[config.mk]
export PLATFORM = sky130hd
export DESIGN_NAME = stepper_angle_move_sequencer
export DESIGN_NICKNAME = d
export VERILOG_FILES = /design/src/sv/stp_pkg.sv /design/src/sv/stepper_angle_move_sequencer.sv /design/src/sv/stp_in_stage.sv /design/src/sv/stp_core.sv
export SDC_FILE = /design/constraint.sdc
export NUM_CORES = 1
export LEC_CHECK = 0
export BUFFER_PORTS_ARGS = -buffer_cell sky130_fd_sc_hd__buf_2
export CORE_MARGIN = 5
export CORE_UTILIZATION = 43
export CTS_BUF_LIST = sky130_fd_sc_hd__clkbuf_16
export CTS_CLUSTER_SIZE = 28
export DETAILED_ROUTE_END_ITERATION = 16
export PLACE_DENSITY = 0.55
export SETUP_SLACK_MARGIN = 0.3
export SYNTH_ARGS = -nofsm -noshare
export SYNTH_HDL_FRONTEND = slang
export SYNTH_SLANG_ARGS = --single-unit
export TNS_END_PERCENT = 100
[constraint.sdc]
create_clock -name clock -period 14.16 [get_ports clock]
set_input_delay 1.416 -clock clock [delete_from_list [all_inputs] [get_ports clock]]
set_output_delay 1.416 -clock clock [all_outputs]
set_load 0.02 [all_outputs]
[src/sv/stp_pkg.sv]
// shared types, codes and constants of the stepper angle move sequencer
// used by stp_in_stage, stp_core and stepper_angle_move_sequencer; no dependencies
package stp_pkg;

   localparam int StepsPerRevDef = 2048;
   localparam int DegPerRev      = 360;
   localparam int AngleMax       = 360;

   // floor(w / 45) == (w * Div45Mul) >> Div45Shift for every w below 2**15
   localparam int Div45Mul   = 23302;
   localparam int Div45Shift = 20;

   localparam logic [15:0] PhaseTicksRst = 16'd10;
   localparam logic [11:0] PhaseCountMax = 12'd4092;

   typedef enum logic {
      CMD_TICK = 1'b0,
      CMD_MOVE = 1'b1
   } cmd_type;

   typedef enum logic [1:0] {
      DIR_CW  = 2'd0,
      DIR_CCW = 2'd1
   } dir_type;

   typedef enum logic [1:0] {
      STATUS_OK      = 2'd0,
      STATUS_BAD_ARG = 2'd1,
      STATUS_BUSY    = 2'd2
   } status_type;

   // accepted input beat with the partial angle product attached
   typedef struct packed {
      cmd_type     command;
      logic [8:0]  angle;
      logic [1:0]  direction;
      logic [17:0] rem_prod;
   } item_type;

   typedef struct packed {
      logic [3:0] coils;
      logic       busy_res;
      status_type status;
      logic       move_done;
   } result_type;

   // active-low wave drive, one coil low
   function automatic logic [3:0] pattern_for(input logic [1:0] idx, input logic ccw);
      logic [3:0] low_bit;
      low_bit = ccw ? (4'b0001 << idx) : (4'b1000 >> idx);
      return ~low_bit;
   endfunction

endpackage

[src/sv/stepper_angle_move_sequencer.sv]
// top level of the stepper angle move sequencer
// instantiates stp_in_stage and stp_core; uses stp_pkg
//
// Wave-drive sequencer for a unipolar stepper. A request beat is either a time
// tick (req_tuser = 0) or a move start (req_tuser = 1) carrying an angle in
// degrees and a direction; a move runs floor(angle * STEPS_PER_REV / 360)
// rounded down to a multiple of four phases, each held for phase_ticks ticks
// (written through csr_wr_en / csr_wr_data, reset value 10, 0 acts as 1).
// Every request beat yields exactly one response beat with the active-low coil
// levels, the busy flag, the start status and, on rsp_tlast, the end of a move.
// One beat is accepted per clock cycle while the response side keeps taking beats;
// a response passes the input register, then the state update in stp_core into
// the result register, and both registers keep flowing while the response
// side stalls until they are full.
module stepper_angle_move_sequencer #(
   parameter int STEPS_PER_REV = stp_pkg::StepsPerRevDef
) (
   input  logic        clock,
   input  logic        reset,
   input  logic        csr_wr_en,
   input  logic [15:0] csr_wr_data,  // phase_ticks
   input  logic        req_tvalid,
   output logic        req_tready,
   input  logic [15:0] req_tdata,    // angle[8:0], direction[10:9], zero [15:11]
   input  logic        req_tuser,    // command
   output logic        rsp_tvalid,
   input  logic        rsp_tready,
   output logic [7:0]  rsp_tdata,    // coils[3:0], busy_res[4], status[6:5], zero [7]
   output logic        rsp_tlast     // move_done
);
   import stp_pkg::*;

   logic       item_valid;
   logic       item_ready;
   item_type   item;
   result_type rsp;

   stp_in_stage #(
      .STEPS_PER_REV (STEPS_PER_REV)
   ) u_in_stage (
      .clock      (clock),
      .reset      (reset),
      .req_tvalid (req_tvalid),
      .req_tready (req_tready),
      .req_tdata  (req_tdata),
      .req_tuser  (req_tuser),
      .item_valid (item_valid),
      .item_ready (item_ready),
      .item       (item)
   );

   stp_core #(
      .STEPS_PER_REV (STEPS_PER_REV)
   ) u_core (
      .clock       (clock),
      .reset       (reset),
      .csr_wr_en   (csr_wr_en),
      .csr_wr_data (csr_wr_data),
      .item_valid  (item_valid),
      .item_ready  (item_ready),
      .item        (item),
      .rsp_valid   (rsp_tvalid),
      .rsp_ready   (rsp_tready),
      .rsp         (rsp)
   );

   assign rsp_tdata = {1'b0, rsp.status, rsp.busy_res, rsp.coils};
   assign rsp_tlast = rsp.move_done;

endmodule

[src/sv/stp_in_stage.sv]
// input register of the stepper sequencer: captures a request beat and
// starts the angle-to-steps conversion; uses stp_pkg
module stp_in_stage #(
   parameter int STEPS_PER_REV = stp_pkg::StepsPerRevDef
) (
   input  logic              clock,
   input  logic              reset,
   input  logic              req_tvalid,
   output logic              req_tready,
   input  logic [15:0]       req_tdata,
   input  logic              req_tuser,
   output logic              item_valid,
   input  logic              item_ready,
   output stp_pkg::item_type item
);
   import stp_pkg::*;

   localparam int RevRem = STEPS_PER_REV % DegPerRev;

   logic     item_valid_ff, item_valid_in;
   item_type item_ff, item_in;
   logic     req_fire;

   assign req_tready = !item_valid_ff || item_ready;
   assign req_fire   = req_tvalid && req_tready;

   always_comb begin
      item_in           = item_ff;
      item_valid_in     = item_valid_ff;
      if (req_fire) begin
         item_in.command   = cmd_type'(req_tuser);
         item_in.angle     = req_tdata[8:0];
         item_in.direction = req_tdata[10:9];
         // remainder part of angle * steps_per_rev, divided by 360 in the core
         item_in.rem_prod  = 18'(req_tdata[8:0]) * 18'(RevRem);
         item_valid_in     = 1'b1;
      end else if (item_ready) begin
         item_valid_in = 1'b0;
      end
   end

   always_ff @(posedge clock) begin
      if (reset) begin
         item_valid_ff <= 1'b0;
      end else begin
         item_valid_ff <= item_valid_in;
      end
      item_ff <= item_in;
   end

   assign item_valid = item_valid_ff;
   assign item       = item_ff;

endmodule

[src/sv/stp_core.sv]
// move sequencer state, phase timing and result register of the stepper
// sequencer; uses stp_pkg
module stp_core #(
   parameter int STEPS_PER_REV = stp_pkg::StepsPerRevDef
) (
   input  logic                clock,
   input  logic                reset,
   input  logic                csr_wr_en,
   input  logic [15:0]         csr_wr_data,
   input  logic                item_valid,
   output logic                item_ready,
   input  stp_pkg::item_type   item,
   output logic                rsp_valid,
   input  logic                rsp_ready,
   output stp_pkg::result_type rsp
);
   import stp_pkg::*;

   localparam int RevWhole = STEPS_PER_REV / DegPerRev;

   logic [15:0] phase_ticks_ff, phase_ticks_in;
   logic [3:0]  coil_pattern_ff, coil_pattern_in;
   logic [1:0]  phase_index_ff, phase_index_in;
   logic [11:0] phases_left_ff, phases_left_in;
   logic [15:0] tick_count_ff, tick_count_in;
   logic        moving_ff, moving_in;
   logic        rotate_ccw_ff, rotate_ccw_in;
   logic        rsp_valid_ff, rsp_valid_in;
   result_type  rsp_ff, rsp_in;

   logic        fire;
   logic [29:0] div_prod;
   logic [12:0] whole_steps;
   logic [13:0] steps;
   logic [11:0] phase_count;
   logic        args_bad;
   logic        new_ccw;
   logic [16:0] limit;
   logic [16:0] tick_next;
   logic [11:0] phases_dec;
   logic [1:0]  index_next;
   status_type  status;
   logic        done;

   assign item_ready = !rsp_valid_ff || rsp_ready;
   assign fire       = item_valid && item_ready;

   // steps = angle * whole + floor(angle * rem / 360), 360 = 8 * 45
   assign div_prod    = 30'(item.rem_prod[17:3]) * 30'(Div45Mul);
   assign whole_steps = 13'(item.angle) * 13'(RevWhole);
   assign steps       = 14'(whole_steps) + 14'(div_prod[29:Div45Shift]);

   always_comb begin
      if (steps > 14'd4095) begin
         phase_count = PhaseCountMax;
      end else begin
         phase_count = {steps[11:2], 2'b00};
      end
   end

   assign args_bad   = (item.direction != DIR_CW && item.direction != DIR_CCW)
                       || (item.angle > 9'(AngleMax));
   assign new_ccw    = (item.direction == DIR_CCW);
   assign limit      = (phase_ticks_ff == 16'd0) ? 17'd1 : 17'(phase_ticks_ff);
   assign tick_next  = 17'(tick_count_ff) + 17'd1;
   assign phases_dec = phases_left_ff - 12'd1;
   assign index_next = phase_index_ff + 2'd1;

   always_comb begin
      coil_pattern_in = coil_pattern_ff;
      phase_index_in  = phase_index_ff;
      phases_left_in  = phases_left_ff;
      tick_count_in   = tick_count_ff;
      moving_in       = moving_ff;
      rotate_ccw_in   = rotate_ccw_ff;
      status          = STATUS_OK;
      done            = 1'b0;
      if (fire) begin
         if (item.command == CMD_MOVE) begin
            if (args_bad) begin
               status = STATUS_BAD_ARG;
            end else if (moving_ff) begin
               status = STATUS_BUSY;
            end else if (phase_count != 12'd0) begin
               rotate_ccw_in   = new_ccw;
               phase_index_in  = 2'd0;
               phases_left_in  = phase_count;
               tick_count_in   = 16'd0;
               moving_in       = 1'b1;
               coil_pattern_in = pattern_for(2'd0, new_ccw);
            end
         end else if (moving_ff) begin
            if (tick_next >= limit) begin
               tick_count_in  = 16'd0;
               phases_left_in = phases_dec;
               if (phases_dec == 12'd0) begin
                  moving_in = 1'b0;
                  done      = 1'b1;
               end else begin
                  phase_index_in  = index_next;
                  coil_pattern_in = pattern_for(index_next, rotate_ccw_ff);
               end
            end else begin
               tick_count_in = tick_next[15:0];
            end
         end
      end
   end

   always_comb begin
      rsp_in       = rsp_ff;
      rsp_valid_in = rsp_valid_ff;
      if (fire) begin
         rsp_in.coils     = coil_pattern_in;
         rsp_in.busy_res  = moving_in;
         rsp_in.status    = status;
         rsp_in.move_done = done;
         rsp_valid_in     = 1'b1;
      end else if (rsp_ready) begin
         rsp_valid_in = 1'b0;
      end
   end

   assign phase_ticks_in = csr_wr_en ? csr_wr_data : phase_ticks_ff;

   always_ff @(posedge clock) begin
      if (reset) begin
         phase_ticks_ff  <= PhaseTicksRst;
         coil_pattern_ff <= 4'd0;
         phase_index_ff  <= 2'd0;
         phases_left_ff  <= 12'd0;
         tick_count_ff   <= 16'd0;
         moving_ff       <= 1'b0;
         rotate_ccw_ff   <= 1'b0;
         rsp_valid_ff    <= 1'b0;
      end else begin
         phase_ticks_ff  <= phase_ticks_in;
         coil_pattern_ff <= coil_pattern_in;
         phase_index_ff  <= phase_index_in;
         phases_left_ff  <= phases_left_in;
         tick_count_ff   <= tick_count_in;
         moving_ff       <= moving_in;
         rotate_ccw_ff   <= rotate_ccw_in;
         rsp_valid_ff    <= rsp_valid_in;
      end
      rsp_ff <= rsp_in;
   end

   assign rsp_valid = rsp_valid_ff;
   assign rsp       = rsp_ff;

endmodule

---- Word-level counts from Yosys, hierarchy flattened ----
Cells that the tools add are included.
cells by class
  add/subtract/negate cells ............... 4
  $mul .................................... 3
  $lt $le $gt $ge ......................... 3
  equality and inequality tests ........... 5
  shifts and indexed selects .............. 2
  muxes and demuxes ....................... 46
  bitwise logic cells ..................... 6
  reductions and logical operators ........ 23
operators by type and width
  cell                                                   number
  two-way mux 16 bit                                     7
  two-way mux 12 bit                                     7
  two-way mux 4 bit                                      10
  multiplier 14 x 14 -> 28 bit (second input constant)   1
  adder 16 x 1 -> 17 bit (second input constant)         1
  greater-or-equal comparator 17 bit                     1
  zero test 16 bit                                       1
  two-way mux 2 bit                                      8
  > comparator 14 x 12 -> 1 bit (second input constant)  1
  multiplier 9 x 5 -> 14 bit (second input constant)     1
  two-way mux 1 bit                                      14
  adder 12 x 10 -> 13 bit                                1
  zero test 12 bit                                       1
  multiplier 9 x 3 -> 12 bit (second input constant)     1
  nonzero test 12 bit                                    1
  subtractor 12 x 1 -> 12 bit (second input constant)    1
  AND reduction 5 bit                                    2
  nonzero test 2 bit                                     5
  > comparator 9 bit (second input constant)             1
  inverter 4 bit                                         2
  AND reduction 7 bit                                    1
  != test 2 bit (second input constant)                  3
  AND reduction 6 bit                                    1
  inverter 1 bit                                         4
  other kinds (11)                                       16
word-level totals
  bits in registers ....................... 88
  output and inout bits ................... 11

---- Logic depth before layout (Yosys ltp) ----
  depth after elaboration ................. 10
  gate-level depth with buffers ........... 32

---- By module ----
A second synthesis with hierarchy kept.
second synthesis, totals
  cells, all modules ...................... 1051
  area, all modules ....................... 9659.3 µm²
modules (own cells, without submodules)
  module                        instances  cells each  area an instance (µm²)
  stp_core                      1          890         7681.1
  stp_in_stage                  1          159         1966.9
  stepper_angle_move_sequencer  1          2           11.3

---- Worst setup path before layout ----
Ideal clock, no wire load.
  path kind ............................... register -> register
  start ................................... reg u_in_stage.item_ff (netlist bit u_in_stage.item[6])
  end ..................................... reg u_core.phases_left_ff[4]
  arrival ................................. 7.144 ns
  required time ........................... 14.028 ns
  path slack .............................. 6.884 ns
  cell stages (with the launch flop) ...... 30
  clock period less this slack ............ 7.276 ns
  cell sequence ........................... edfxtp_1 > ha_1 > ha_1 > fa_1 > fa_1 > inv_1 > fa_1 > fa_1 > inv_1 > ha_1 > nand4_1 > nor2_1 > o21ai_0 > nor3_1 > o21ai_0 > nand2b_1 > a21oi_1 > xor2_1 > fa_1 > inv_1 > ha_1 > or3_1 > a21o_1 > a21o_1 > a221oi_4 > a31oi_1 > o31ai_2 > buf_4 > mux2i_1 > a21oi_1
on the way
  longest elaborated chain between the ends .. 8
  elaborated cells between the ends (all ways) .. 11
  those cells by class .................... add/sub: 1; mul: 1; order compare: 1; mux: 5; reduce/logical: 3
RTL lines
  item                                                                         line                text
  start, declared                                                              stp_in_stage.sv:21  item_type item_ff, item_in;
  start signal, assigned                                                       stp_in_stage.sv:48  item_ff <= item_in;
  multiplier 14 x 14 -> 28 bit *                                               stp_core.sv:49      assign div_prod = 30'(item.rem_prod[17:3]) * 30'(Div45Mul);
  adder 12 x 10 -> 13 bit *                                                    stp_core.sv:51      assign steps = 14'(whole_steps) + 14'(div_prod[29:Div45Shift]);
  > comparator 14 x 12 -> 1 bit                                                stp_core.sv:54      if (steps > 14'd4095) begin
  two-way mux 12 bit *                                                         stp_core.sv:54
  parallel branches: the longest is 4 deep, another holds nonzero test 12 bit  -
  end signal, assigned                                                         stp_core.sv:140     phases_left_ff <= phases_left_in;
  end, declared                                                                stp_core.sv:24      logic [11:0] phases_left_ff, phases_left_in;
Every way passes the cells marked *. The select of a mux whose other input is x is not followed.
A chain may end at the register's enable or synchronous reset.

---- Worst setup path in the final report ----
  start ................................... reg u_in_stage.item_ff (netlist bit u_in_stage.item[20])
  end ..................................... reg u_core.phases_left_ff[5]
on the way
  longest elaborated chain between the ends .. 8
  elaborated cells between the ends (all ways) .. 14
  those cells by class .................... add/sub: 1; mul: 1; order compare: 2; eq/ne: 1; mux: 5; reduce/logical: 4
RTL lines
  item
  parallel branches: the longest is 8 deep, another holds > comparator 14 x 12 -> 1 bit
Parallel ways; which one is timed is not known. The select of a mux whose other input is x is not followed.

==> results.md <==
- The HPWL after detailed placement is between 15000 and 20000 um.
- The average size of a mapped cell is slightly above 9 sq um.
- From left edge to right edge, the die measures around 160 um.
- The synthesized design contains 33 enable-type register cells.
- The synthesized netlist net count is 1271.
- The peak clock frequency supported by timing is around 0.12 GHz.
- The run finished with clean final reports.
- For this run, asynchronously set or reset flops after synthesis account for 0.
- Counting flops and latches in the post-synthesis netlist gives between 80 and 90.
- The type of the most critical hold path is reg -> reg.
- The wire length per cell after detailed routing is around 14 um.
- The cell at the root of the clock tree is clkbuf_16.
- Across all hold checks on the routed design, the worst slack comes to a little under 500 ps.
- The iteration count of the initial detailed-routing pass is 4.
- Measured along the y axis, the die boundary spans about 160 um.
- The last weighted congestion value of the routability-driven placer is just under 0.8.
- The commonest cells after synthesis are 170 x ha_1, 160 x inv_1, 71 x a21oi_1, 70 x nor2_1, 67 x fa_1.
- The register cell area after layout is about 0.0021 sq mm.
- The worst setup path category is reg -> reg.
- The final clock skew is between 8 and 9 ps.
- The sum of negative setup slack is 0 ps.
- At the end of the flow, the number of nets in the layout was roughly 1300.
- The required time of the critical path is ~14000 ps.
- The count of buffers added by post-CTS timing repair for setup is 0.
- The actual transition at the worst max-transition pin is 636 ps.
- The remaining antenna violation count is 0.
- The post-synthesis sequential area ratio is 0.222.
- The maximum number of pins on one net before global-route repair is 53.
- The final route contains roughly 7000 vias.
- The starting density of the core is 0.441.
- The hold violation count in the final report is 0.
- The total routed wirelength is between 15000 and 20000 um.
- Setup slack on the worst reg-to-reg path comes out at 5970 ps.
- The leftover overflow at the end of global routing is 0.
- For this block, the initial DRC count from the detailed router was ~260.
- The number of antenna violations at the first check in global routing is 0.
- The number of rows created at floorplan is 53.
- The number of antenna repair diodes is 0.
- The die footprint is around 0.025 sq mm.
- The largest individual stage delay along the critical path comes from the cell edfxtp_1.
- The all-layer global routing usage is 0.164.
- The arrival time of the worst setup path is ~8400 ps.
- The cell type with the largest total area after synthesis is ha_1.
- The I/O pin total is about 50.
- The CTS tree is done.
- The average via count per standard cell is between 5 and 6.
- The first global-routing pass estimated approximately 33000 um of wire.
- The share of the clock period used by the worst path after layout is 0.578.
- The number of warnings reported in the yosys synthesis log is 0.
- Setup violations remaining at the end of the flow were counted as 0.
- Summing every instance area after synthesis gives 0.00932 sq mm.
- The count of unique library cells instantiated by Yosys is 74.
- The cell with the most instances after synthesis is ha_1.
- Setup repair after global routing left no endpoint under its margin.
- The critical path's largest stage delay is between 500 and 600 ps.
- The multi-input gate area in the final layout is around 0.0065 sq mm.
- Yosys attributes the largest share of cell area to ha_1 23%, fa_1 14%, dfxtp_1 12%.
- The largest driver fanout on the critical path is 21.
- Of the cells placed in the final design, the portion with a size suffix greater than 1 is 0.0888.
- The max-slew violation count came to 0.
- The post-cts resize count is 0.
- The share of synthesized area in the top cell type comes to 0.228.
- Among the stages of the critical path, the cell type that occurs most often is fa_1.
- The number of remaining DRC errors is 0.
- After clock tree synthesis, the clock-pin slew on the worst setup and hold paths is approximately 70 ps.
- After floorplanning, the core was sized to cover 0.0212 sq mm.
- The gate count of the mapped netlist is 996.
- The most common flop cell mapped by yosys is dfxtp_1.
- The max capacitance violation total is 0.
- The number of buffers added on ports is 42.
- The worst slew slack as a fraction of its limit is 0.573.
- The clock reaches the later pin of the worst-skew pair after around 350 ps.
- The count of filler cells inserted in the layout is about 2000.
- The H-tree was split into 3 levels.
- The synthesis-to-layout area growth is 8.30%.
- The longest clock path from root to sink contains 2 buffers.
- The startpoint class of the critical path is a register.
- The type of element capturing the critical path is a register.
- The number of global-route vias before repair is about 6800.
- The number of hold buffers added after CTS is 0.
- The number of buffers created by CTS is 9.
- Subtracting the final worst setup slack from the clock period gives just over 8000 ps.
- The tree built by TritonCTS fans out to 87 sinks.
[registers in the layout, summed over array words and instances (netlist names)]
signal,cells
u_core.rsp_valid,1
u_core.phases_left_ff,12
u_core.phase_ticks_ff,16
u_core.phase_index_ff,2
u_core.rsp,8
u_core.coil_pattern_ff,4
u_core.moving_ff,1
u_in_stage.item,25
u_in_stage.item_valid,1
u_core.tick_count_ff,16
u_core.rotate_ccw_ff,1
[critical path, delay by kind of cell, from the launching register on]
kind	cells	cell delay [ps]
compound gates	9	1850
xor+xnor	1	180
fa+ha+maj	9	3760
buf+inv	4	420
flops	1	570
mux	1	230
simple gates	5	1000
[final timing paths]
path,endpoint,startpoint,cells after the start
max,u_core.phases_left_ff[5],u_in_stage.item[20],29
min,u_core.tick_count_ff[10],u_core.tick_count_ff[10],2
max reg2reg,u_core.phases_left_ff[5],u_in_stage.item[20],29
min reg2reg,u_core.tick_count_ff[10],u_core.tick_count_ff[10],2
[cell usage in the layout (no fill, tap or decap), drive strengths merged, types with 33 or more instances in the layout]
cell / instances
ha: 170
inv: 164
a21oi: 72
nor2: 71
fa: 67
dfxtp: 54
buf: 47
nand2: 39
o21ai: 38
edfxtp: 33
[per-stage QoR]
step	util	cells	instance area (sq um)	setup WS [ps]
2_1_floorplan	-	996	9320	6880
6_report	0.477	1311	10100	5970
3_3_place_gp	0.463	1295	9790	6050
3_5_place_dp	0.463	1295	9790	5970
5_1_grt	0.477	1311	10100	5420
4_1_cts	0.477	1311	10100	5950
[metal layers]
layer  vias to the layer above  wire, um  GRT usage
li1                       3505         -          -
met3                        16       582     0.0311
met2                        76      8300      0.253
met1                      3218      9840      0.239
met5                         -         0          0
met4                         0       197     0.0336
[final cells by class]
class	count	share of cell area
repair buffers	47	0.0245
clock inverters	7	0.00781
multi-input cells	726	0.647
clock buffers	9	0.0223
flip-flops and latches	87	0.205
inverters	160	0.0595
well taps	275	0.0341
[cell families (layout without fill, tap and decap cells)]
logic type | count (synthesis) | after routing | share of synthesized area
xor gates and xnor gates | 48 | 48 | 0.0451
DFF | 87 | 87 | 0.222
and+or+nand+nor | 240 | 240 | 0.133
muxes | 22 | 22 | 0.0242
other | 1 | 1 | 0.000402
AOI/OAI and AO/OA | 178 | 178 | 0.125
buffers and inverters | 183 | 223 | 0.0776
adders and majority gates | 237 | 237 | 0.372
Power is left out: the tool's default activity adds up to more than one toggle a clock period on the data nets, which glitch-free logic cannot reach.
